### src/sv/hac_pkg.sv
// Shared types, constants and register map for the heading alignment rate controller.
`timescale 1ns / 1ps

package hac_pkg;

    localparam int CfgIndexWidth = 3;
    localparam int CfgDataWidth  = 16;
    localparam int InDataWidth   = 40;
    localparam int OutDataWidth  = 24;

    typedef enum logic [CfgIndexWidth-1:0] {
        REG_PROP_GAIN       = 3'd0,
        REG_DAMP_GAIN       = 3'd1,
        REG_MIN_RATE        = 3'd2,
        REG_MIN_RAMP_GAIN   = 3'd3,
        REG_MAX_RATE        = 3'd4,
        REG_MAX_RATE_STEP   = 3'd5,
        REG_ALIGN_TOLERANCE = 3'd6
    } hac_reg_index_t;

    localparam logic [15:0] PropGainReset       = 16'd1024;
    localparam logic [15:0] DampGainReset       = 16'd77;
    localparam logic [14:0] MinRateReset        = 15'd492;
    localparam logic [15:0] MinRampGainReset    = 16'd683;
    localparam logic [14:0] MaxRateReset        = 15'd7373;
    localparam logic [14:0] MaxRateStepReset    = 15'd1638;
    localparam logic [13:0] AlignToleranceReset = 14'd61;

    typedef struct packed {
        logic [15:0] prop_gain;
        logic [15:0] damp_gain;
        logic [14:0] min_rate;
        logic [15:0] min_ramp_gain;
        logic [14:0] max_rate;
        logic [14:0] max_rate_step;
        logic [13:0] align_tolerance;
    } hac_cfg_t;

    typedef struct packed {
        logic signed [14:0] heading_error;
        logic signed [15:0] yaw_rate;
        logic               gyro_fresh;
        logic               hold;
    } hac_item_t;

    typedef struct packed {
        logic signed [30:0] prop_term;
        logic signed [31:0] damp_term;
        logic        [30:0] ramp_term;
        logic               ramp_band;
        logic               aligned;
        logic               force_zero;
    } hac_prod_t;

    typedef struct packed {
        logic signed [32:0] acc;
        logic        [14:0] floor_rate;
        logic               aligned;
        logic               force_zero;
    } hac_acc_t;

    typedef struct packed {
        logic signed [15:0] cmd;
        logic               aligned;
        logic               force_zero;
    } hac_cmd_t;

endpackage

### src/sv/hac_cfg.sv
// Configuration register file for the rate controller gains and limits.
`timescale 1ns / 1ps

module hac_cfg (
    input  logic                                clk,
    input  logic                                rst_n,
    input  logic                                cfg_we,
    input  logic [hac_pkg::CfgIndexWidth-1:0]   cfg_index,
    input  logic [hac_pkg::CfgDataWidth-1:0]    cfg_data,
    output hac_pkg::hac_cfg_t                   cfg
);

    hac_pkg::hac_cfg_t cfg_reg;
    hac_pkg::hac_cfg_t cfg_next;

    always_comb
    begin
        cfg_next = cfg_reg;
        if (cfg_we)
        begin
            case (cfg_index)
                hac_pkg::REG_PROP_GAIN:       cfg_next.prop_gain       = cfg_data;
                hac_pkg::REG_DAMP_GAIN:       cfg_next.damp_gain       = cfg_data;
                hac_pkg::REG_MIN_RATE:        cfg_next.min_rate        = cfg_data[14:0];
                hac_pkg::REG_MIN_RAMP_GAIN:   cfg_next.min_ramp_gain   = cfg_data;
                hac_pkg::REG_MAX_RATE:        cfg_next.max_rate        = cfg_data[14:0];
                hac_pkg::REG_MAX_RATE_STEP:   cfg_next.max_rate_step   = cfg_data[14:0];
                hac_pkg::REG_ALIGN_TOLERANCE: cfg_next.align_tolerance = cfg_data[13:0];
                default:                      cfg_next = cfg_reg;
            endcase
        end
    end

    always_ff @(posedge clk or negedge rst_n)
    begin
        if (!rst_n)
        begin
            cfg_reg.prop_gain       <= hac_pkg::PropGainReset;
            cfg_reg.damp_gain       <= hac_pkg::DampGainReset;
            cfg_reg.min_rate        <= hac_pkg::MinRateReset;
            cfg_reg.min_ramp_gain   <= hac_pkg::MinRampGainReset;
            cfg_reg.max_rate        <= hac_pkg::MaxRateReset;
            cfg_reg.max_rate_step   <= hac_pkg::MaxRateStepReset;
            cfg_reg.align_tolerance <= hac_pkg::AlignToleranceReset;
        end
        else
        begin
            cfg_reg <= cfg_next;
        end
    end

    assign cfg = cfg_reg;

endmodule

### src/sv/hac_product.sv
// Input register and gain product stage: error and gyro terms, floor ramp product, zone tests.
`timescale 1ns / 1ps

module hac_product (
    input  logic                clk,
    input  logic                rst_n,
    input  hac_pkg::hac_cfg_t   cfg,
    input  logic                in_valid,
    output logic                in_ready,
    input  hac_pkg::hac_item_t  in_item,
    output logic                out_valid,
    input  logic                out_ready,
    output hac_pkg::hac_prod_t  out_prod
);

    logic               item_valid_reg;
    hac_pkg::hac_item_t item_reg;
    logic               prod_valid_reg;
    hac_pkg::hac_prod_t prod_reg;
    hac_pkg::hac_prod_t prod_next;

    logic               item_ready;
    logic               prod_ready;
    logic        [14:0] err_abs;
    logic        [15:0] slow_limit;
    logic signed [31:0] prop_full;
    logic signed [31:0] damp_full;
    logic               aligned;

    assign prod_ready = !prod_valid_reg || out_ready;
    assign item_ready = !item_valid_reg || prod_ready;
    assign in_ready   = item_ready;

    always_comb
    begin
        // sign bit set means the magnitude is the two's complement negation
        err_abs    = item_reg.heading_error[14] ? 15'(-item_reg.heading_error)
                                                : 15'(item_reg.heading_error);
        slow_limit = {2'b00, cfg.align_tolerance} + {1'b0, cfg.align_tolerance, 1'b0};
        aligned    = {1'b0, err_abs} < {2'b00, cfg.align_tolerance};
        prop_full  = $signed({1'b0, cfg.prop_gain}) * item_reg.heading_error;
        damp_full  = $signed({1'b0, cfg.damp_gain}) * item_reg.yaw_rate;

        prod_next.prop_term  = prop_full[30:0];
        prod_next.damp_term  = item_reg.gyro_fresh ? damp_full : 32'sd0;
        prod_next.ramp_term  = cfg.min_ramp_gain * err_abs;
        prod_next.ramp_band  = {1'b0, err_abs} < slow_limit;
        prod_next.aligned    = aligned;
        prod_next.force_zero = item_reg.hold || aligned;
    end

    always_ff @(posedge clk or negedge rst_n)
    begin
        if (!rst_n)
        begin
            item_valid_reg <= 1'b0;
            prod_valid_reg <= 1'b0;
        end
        else
        begin
            if (item_ready)
            begin
                item_valid_reg <= in_valid;
            end
            if (prod_ready)
            begin
                prod_valid_reg <= item_valid_reg;
            end
        end
    end

    always_ff @(posedge clk)
    begin
        if (in_valid && item_ready)
        begin
            item_reg <= in_item;
        end
        if (item_valid_reg && prod_ready)
        begin
            prod_reg <= prod_next;
        end
    end

    assign out_valid = prod_valid_reg;
    assign out_prod  = prod_reg;

endmodule

### src/sv/hac_shape.sv
// Command shaping: PD sum, rounding to Q4.12, floor with slow-zone ramp, magnitude clamp.
`timescale 1ns / 1ps

module hac_shape (
    input  logic                clk,
    input  logic                rst_n,
    input  hac_pkg::hac_cfg_t   cfg,
    input  logic                in_valid,
    output logic                in_ready,
    input  hac_pkg::hac_prod_t  in_prod,
    output logic                out_valid,
    input  logic                out_ready,
    output hac_pkg::hac_cmd_t   out_cmd
);

    logic               acc_valid_reg;
    hac_pkg::hac_acc_t  acc_reg;
    hac_pkg::hac_acc_t  acc_next;
    logic               cmd_valid_reg;
    hac_pkg::hac_cmd_t  cmd_reg;
    hac_pkg::hac_cmd_t  cmd_next;

    logic               acc_ready;
    logic               cmd_ready;
    logic        [31:0] ramp_round;
    logic        [23:0] ramp_rate;
    logic        [32:0] acc_abs;
    logic        [33:0] mag_round;
    logic        [25:0] mag_full;
    logic        [25:0] mag_floored;
    logic        [14:0] mag_clamped;

    assign cmd_ready = !cmd_valid_reg || out_ready;
    assign acc_ready = !acc_valid_reg || cmd_ready;
    assign in_ready  = acc_ready;

    always_comb
    begin
        ramp_round = {1'b0, in_prod.ramp_term} + 32'd128;
        ramp_rate  = ramp_round[31:8];

        acc_next.acc = 33'(in_prod.prop_term) - 33'(in_prod.damp_term);
        if (in_prod.ramp_band && (ramp_rate < {9'd0, cfg.min_rate}))
        begin
            acc_next.floor_rate = ramp_rate[14:0];
        end
        else
        begin
            acc_next.floor_rate = cfg.min_rate;
        end
        acc_next.aligned    = in_prod.aligned;
        acc_next.force_zero = in_prod.force_zero;
    end

    always_comb
    begin
        acc_abs   = acc_reg.acc[32] ? 33'(-acc_reg.acc) : 33'(acc_reg.acc);
        // round half away from zero on the magnitude
        mag_round = {1'b0, acc_abs} + 34'd128;
        mag_full  = mag_round[33:8];

        mag_floored = (mag_full < {11'd0, acc_reg.floor_rate}) ? {11'd0, acc_reg.floor_rate}
                                                               : mag_full;
        mag_clamped = (mag_floored > {11'd0, cfg.max_rate}) ? cfg.max_rate
                                                            : mag_floored[14:0];

        cmd_next.cmd        = acc_reg.acc[32] ? -$signed({1'b0, mag_clamped})
                                              : $signed({1'b0, mag_clamped});
        cmd_next.aligned    = acc_reg.aligned;
        cmd_next.force_zero = acc_reg.force_zero;
    end

    always_ff @(posedge clk or negedge rst_n)
    begin
        if (!rst_n)
        begin
            acc_valid_reg <= 1'b0;
            cmd_valid_reg <= 1'b0;
        end
        else
        begin
            if (acc_ready)
            begin
                acc_valid_reg <= in_valid;
            end
            if (cmd_ready)
            begin
                cmd_valid_reg <= acc_valid_reg;
            end
        end
    end

    always_ff @(posedge clk)
    begin
        if (in_valid && acc_ready)
        begin
            acc_reg <= acc_next;
        end
        if (acc_valid_reg && cmd_ready)
        begin
            cmd_reg <= cmd_next;
        end
    end

    assign out_valid = cmd_valid_reg;
    assign out_cmd   = cmd_reg;

endmodule

### src/sv/hac_slew.sv
// Slew limit against the previous command, hold/aligned zeroing, and the result register.
`timescale 1ns / 1ps

module hac_slew (
    input  logic                clk,
    input  logic                rst_n,
    input  hac_pkg::hac_cfg_t   cfg,
    input  logic                in_valid,
    output logic                in_ready,
    input  hac_pkg::hac_cmd_t   in_cmd,
    output logic                out_valid,
    input  logic                out_ready,
    output logic signed [15:0]  rate_command,
    output logic                aligned
);

    logic               out_valid_reg;
    logic signed [15:0] prev_cmd_reg;
    logic signed [15:0] prev_cmd_next;
    logic signed [15:0] rate_command_reg;
    logic               aligned_reg;

    logic               load;
    logic signed [16:0] step_hi;
    logic signed [16:0] step_lo;
    logic signed [16:0] cmd_ext;

    assign in_ready = !out_valid_reg || out_ready;
    assign load     = in_valid && in_ready;

    always_comb
    begin
        cmd_ext = 17'(in_cmd.cmd);
        step_hi = 17'(prev_cmd_reg) + $signed({2'b00, cfg.max_rate_step});
        step_lo = 17'(prev_cmd_reg) - $signed({2'b00, cfg.max_rate_step});
        if (in_cmd.force_zero)
        begin
            prev_cmd_next = 16'sd0;
        end
        else if (cmd_ext > step_hi)
        begin
            prev_cmd_next = step_hi[15:0];
        end
        else if (cmd_ext < step_lo)
        begin
            prev_cmd_next = step_lo[15:0];
        end
        else
        begin
            prev_cmd_next = in_cmd.cmd;
        end
    end

    always_ff @(posedge clk or negedge rst_n)
    begin
        if (!rst_n)
        begin
            out_valid_reg <= 1'b0;
            prev_cmd_reg  <= 16'sd0;
        end
        else
        begin
            if (in_ready)
            begin
                out_valid_reg <= in_valid;
            end
            if (load)
            begin
                prev_cmd_reg <= prev_cmd_next;
            end
        end
    end

    always_ff @(posedge clk)
    begin
        if (load)
        begin
            rate_command_reg <= prev_cmd_next;
            aligned_reg      <= in_cmd.aligned;
        end
    end

    assign out_valid    = out_valid_reg;
    assign rate_command = rate_command_reg;
    assign aligned      = aligned_reg;

endmodule

### src/sv/heading_align_rate_controller.sv
// Top level of the heading alignment rate controller: PD law, floor, clamp and slew limit.
//
//  channel   direction  signals                          request contents
//  s_axis    in         s_axis_tvalid/tready/tdata[39:0] heading_error, yaw_rate, flags
//  m_axis    out        m_axis_tvalid/tready/tdata[23:0] rate_command, aligned
//  cfg       in         cfg_we, cfg_index[2:0], cfg_data  one register write per cycle
//
// One request enters per cycle unless a stalled m_axis has filled every stage; each result passes through
// the input register, gain products, PD sum and floor, round and clamp, slew and result register.
// Only the slew stage reads the previous command, so back-to-back requests chain correctly.
// Reset clears all stage valids, the previous command, and loads the register defaults.
// A stalled m_axis holds each stage in place; s_axis_tready drops once every stage is full.
`timescale 1ns / 1ps

module heading_align_rate_controller (
    input  logic                                clk,
    input  logic                                rst_n,
    input  logic                                s_axis_tvalid,
    output logic                                s_axis_tready,
    // [14:0] heading_error, [30:15] yaw_rate, [31] gyro_fresh, [32] hold, [39:33] zero
    input  logic [hac_pkg::InDataWidth-1:0]     s_axis_tdata,
    output logic                                m_axis_tvalid,
    input  logic                                m_axis_tready,
    // [15:0] rate_command, [16] aligned, [23:17] zero
    output logic [hac_pkg::OutDataWidth-1:0]    m_axis_tdata,
    input  logic                                cfg_we,
    input  logic [hac_pkg::CfgIndexWidth-1:0]   cfg_index,
    input  logic [hac_pkg::CfgDataWidth-1:0]    cfg_data
);

    hac_pkg::hac_cfg_t  cfg;
    hac_pkg::hac_item_t in_item;
    hac_pkg::hac_prod_t prod;
    hac_pkg::hac_cmd_t  cmd;

    logic               prod_valid;
    logic               prod_ready;
    logic               cmd_valid;
    logic               cmd_ready;
    logic signed [15:0] rate_command;
    logic               aligned;

    assign in_item.heading_error = $signed(s_axis_tdata[14:0]);
    assign in_item.yaw_rate      = $signed(s_axis_tdata[30:15]);
    assign in_item.gyro_fresh    = s_axis_tdata[31];
    assign in_item.hold          = s_axis_tdata[32];

    hac_cfg u_cfg (
        .clk       (clk),
        .rst_n     (rst_n),
        .cfg_we    (cfg_we),
        .cfg_index (cfg_index),
        .cfg_data  (cfg_data),
        .cfg       (cfg)
    );

    hac_product u_product (
        .clk       (clk),
        .rst_n     (rst_n),
        .cfg       (cfg),
        .in_valid  (s_axis_tvalid),
        .in_ready  (s_axis_tready),
        .in_item   (in_item),
        .out_valid (prod_valid),
        .out_ready (prod_ready),
        .out_prod  (prod)
    );

    hac_shape u_shape (
        .clk       (clk),
        .rst_n     (rst_n),
        .cfg       (cfg),
        .in_valid  (prod_valid),
        .in_ready  (prod_ready),
        .in_prod   (prod),
        .out_valid (cmd_valid),
        .out_ready (cmd_ready),
        .out_cmd   (cmd)
    );

    hac_slew u_slew (
        .clk          (clk),
        .rst_n        (rst_n),
        .cfg          (cfg),
        .in_valid     (cmd_valid),
        .in_ready     (cmd_ready),
        .in_cmd       (cmd),
        .out_valid    (m_axis_tvalid),
        .out_ready    (m_axis_tready),
        .rate_command (rate_command),
        .aligned      (aligned)
    );

    assign m_axis_tdata = {7'd0, aligned, rate_command};

endmodule
### config.mk
export PLATFORM = sky130hd
export DESIGN_NAME = heading_align_rate_controller
export DESIGN_NICKNAME = d
export VERILOG_FILES = /design/src/sv/hac_pkg.sv /design/src/sv/hac_cfg.sv /design/src/sv/hac_product.sv /design/src/sv/hac_shape.sv /design/src/sv/hac_slew.sv /design/src/sv/heading_align_rate_controller.sv
export SDC_FILE = /design/constraint.sdc
export NUM_CORES = 2
export LEC_CHECK = 0
export BUFFER_PORTS_ARGS = -buffer_cell sky130_fd_sc_hd__buf_2
export CELL_PAD_IN_SITES_DETAIL_PLACEMENT = 1
export CELL_PAD_IN_SITES_GLOBAL_PLACEMENT = 1
export CORE_MARGIN = 2
export CORE_UTILIZATION = 52
export CTS_CLUSTER_DIAMETER = 50
export CTS_CLUSTER_SIZE = 16
export DETAILED_ROUTE_END_ITERATION = 8
export PLACE_DENSITY_LB_ADDON = 0.15
export SETUP_SLACK_MARGIN = 0.2
export SLEW_MARGIN = 30
export SYNTH_ARGS = -nofsm -noshare
export SYNTH_HDL_FRONTEND = slang
export SYNTH_HIERARCHICAL = 1
export SYNTH_SLANG_ARGS = --single-unit
### constraint.sdc
create_clock -name clk -period 10.7 [get_ports clk]
set_clock_uncertainty 0.1 [all_clocks]
set_input_delay 0 -clock clk [delete_from_list [all_inputs] [get_ports clk]]
set_output_delay 0 -clock clk [all_outputs]
set_load 0.02 [all_outputs]
==> metrics.md <==
| Metric | Value |
|---|---|
| Starting Density | `between 50% and 60%` |
| Crit path kind | `flip-flop to flip-flop` |
| Crit path from | `u_shape/acc_reg[18]$_DFFE_PP_` |
| Startpoint types | `flip-flop` |
| Footprint of the multi-input gates | `approximately 33,000 sq um` |
| Core ar. | `about 89,000 sq um` |
| PortBufs | `between 70 and 80` |
| Post-DRT Antenna Nets | `0` |
| DIE AREA | `92,100 sq um` |
| Cts repair resizes | `0` |
| Status | `finished, final reports clean` |
| Final setup fails | `0` |
| GRT Overall Usage | `between 30% and 40%` |
| Drt drc | `0` |
| Worst EP required | `roughly 11 ns` |
| Synth Instances | `between 4,000 and 5,000` |
| Number of flip-flops in the largest register | `roughly 110` |
| Layout fillers | `between 10,000 and 15,000` |
| Setup slack after layout | `between 1 and 1.5 ns` |
| Worst skew pair latency | `0.68 ns` |
| Row count | `about 110` |
| Synth Warn # | `6` |
| HPWL Detailed | `about 110,000 um` |
| Total Wirelength | `between 100,000 and 150,000 um` |
| Max Freq | `0.104 GHz` |
| Root buf cell | `clkbuf_16` |
| Setup WS pre-CTS | `roughly 1 ns` |
| FF+latch area | `between 9000 and 10,000 sq um` |
| Number of global-route vias before repair | `approximately 40,000` |
| Final period util | `89.8%` |
| Mean Syn Cell Area | `9.48 sq um` |
| CTS Buf Count | `between 50 and 60` |
| Worst path depth | `36` |
| Worst-path clk slew | `~0.07 ns` |
| Slowest cell on the critical path | `or4_1` |
| Crit path capture | `u_shape/out_cmd[14]$_DFFE_PP_` |
| Layout Nets | `between 6,000 and 7,000` |
| Slew Limit Fails | `0` |
| Worst Max-Slew Pin Slew | `between 1 and 1.5 ns` |
| Initial antenna violation count | `14` |
| CTS Buffer Depth | `3` |
| Worst Path Arrival | `approximately 9.9 ns` |
| Unrepaired setup endpoints after global routing | `no` |
| CP Capture Type | `flip-flop` |
| Layout cells sized above 1 | `8.76%` |
| Average wire per standard cell | `23.3 um` |
| Hold WC Path Type | `input port to asynchronous set/reset pin` |
| Fin Setup TNS | `0 ns` |
| Met3 Track Usage GR | `between 4 and 5%` |
| Tmin final | `9.61 ns` |
| CTS tree | `yes` |
| Die W | `303 um` |
| Clock Sinks | `~340` |
| CP delay by family, top | `simple AND/OR/NAND/NOR gates` |
| Hold Fails Final Rpt | `0` |
| Starting DRT DRC Count | `2,122` |
| Largest net degree at the start of global routing | `56` |
| GR Util met1 | `between 30% and 40%` |
| End of the worst register-to-register path | `u_shape/out_cmd[14]$_DFFE_PP_` |
| Synthesized area | `between 40,000 and 50,000 sq um` |
| RD Place Congestion | `just over 0.9` |
| H-tree levels | `2` |
| CP max FO | `10` |
| Num ports | `90` |
| Global route hottest layer | `met2` |
| Area grow syn2layout | `8.92%` |
| CP most frequent cell | `a21oi_1` |
| Worst slew margin | `between 30 and 40%` |
| Max-cap violations | `0` |
| Via count | `about 36,000` |
| Vias per cell | `slightly below 6` |
| FF-to-FF Start | `u_shape/acc_reg[18]$_DFFE_PP_` |
| R2R depth | `36` |
| Gr ovfl total | `0` |
| Die Span Y | `roughly 300 um` |
| First-pass GRT wire length | `226,000 um` |
| Worst path bufs/invs | `3` |
| Slowest stage delay, CP | `0.77 ns` |
| Pre-antenna DRT Iters | `5` |
| Reg2reg setup slack | `approximately 1.1 ns` |
| Met2 Track Usage GR | `approximately 56%` |
worst reg2reg max path: cells and delay by family, from the launching register on:
family          cells  cell delay [ns]
compound gates     14             2.91
fa+ha+maj           3             0.92
mux                 2             0.64
buf+inv             3             0.51
xor+xnor            2             0.46
flops               1             0.39
simple gates       12             3.47
stage by stage:
| step | instances | cell area (sq um) | hold WS (ns) | utilization [%] |
|---|---|---|---|---|
| floorplan | 4925 | 46600 | -0.396 | - |
| global placement | 6003 | 47900 | 0.0212 | 54.0 |
| detailed placement | 6003 | 47900 | 0.0271 | 54.1 |
| CTS | 6197 | 50700 | 0.000313 | 57.2 |
| global route | 6204 | 50800 | 0.0432 | 57.3 |
| finish | 6211 | 50800 | 0.0326 | 57.3 |
per-layer routing:
layer  share of wire (%)  up-vias
met4                 5.0        6
met1                  40    18700
li1                    -    16300
met5               0.028        -
met3                 4.8      355
met2                  50     1014
cell usage in the layout (no fill, tap or decap), types with 22 or more instances in the layout:
cell and instances:
ha_1 504, nand3_1 63, nand2b_1 71, buf_2 74
fa_1 559, buf_4 51, mux2i_1 26, edfxtp_1 208
a31oi_1 30, or3_1 26, and3_1 22, and2_1 335
o211ai_1 25, nand4_1 37, xor2_1 79, inv_1 814
xnor2_1 136, o21ai_1 25, dlygate4sd3_1 95, clkbuf_16 53
nand2_1 539, o21a_1 28, dfstp_2 36, o21ai_0 75
a211oi_1 23, nor2_1 186, o31ai_1 24, a21oi_1 178
nor3_1 52, mux2_2 120, dfrtp_1 92, a21o_1 80
timing repair:
| action | CTS | global route |
|---|---|---|
| endpoints found under the hold margin | 237 | 0 |
| endpoints found under the setup margin | 0 | 1 |
| hold buffers | 96 | 0 |
| buffers inserted | 0 | 4 |
how the worst min path moves through the flow:
stage	start	endpoint	slack [ns]	depth (start not counted)
global placement	rst_n	u_cfg/cfg[38]$_DFFE_PN0P_	0.02	1
global route	s_axis_tdata[3]	u_product/item_reg[21]$_DFFE_PP_	0.04	2
detailed placement	rst_n	u_cfg/cfg[37]$_DFFE_PN0P_	0.03	1
finish	rst_n	u_cfg/cfg[32]$_DFFE_PN1P_	0.03	2
CTS	s_axis_tdata[3]	u_product/item_reg[21]$_DFFE_PP_	0.0003	2
floorplan	rst_n	u_cfg/cfg[100]$_DFFE_PN0P_	-0.40	0
final cells by class:
class                           count  share of cell area, %
Multi-Input combinational cell   3561                   65.3
Inverter                          818                   6.05
Sequential cell                   336                   18.7
Clock buffer                       60                   2.66
Clock inverter                     38                  0.872
Timing Repair Buffer              224                   3.49
Tap cell                         1165                   2.87
Antenna cell                        9                 0.0444
Power is not shown: default switching activity piles up to over one toggle a cycle in this logic, so the estimate is an artifact.
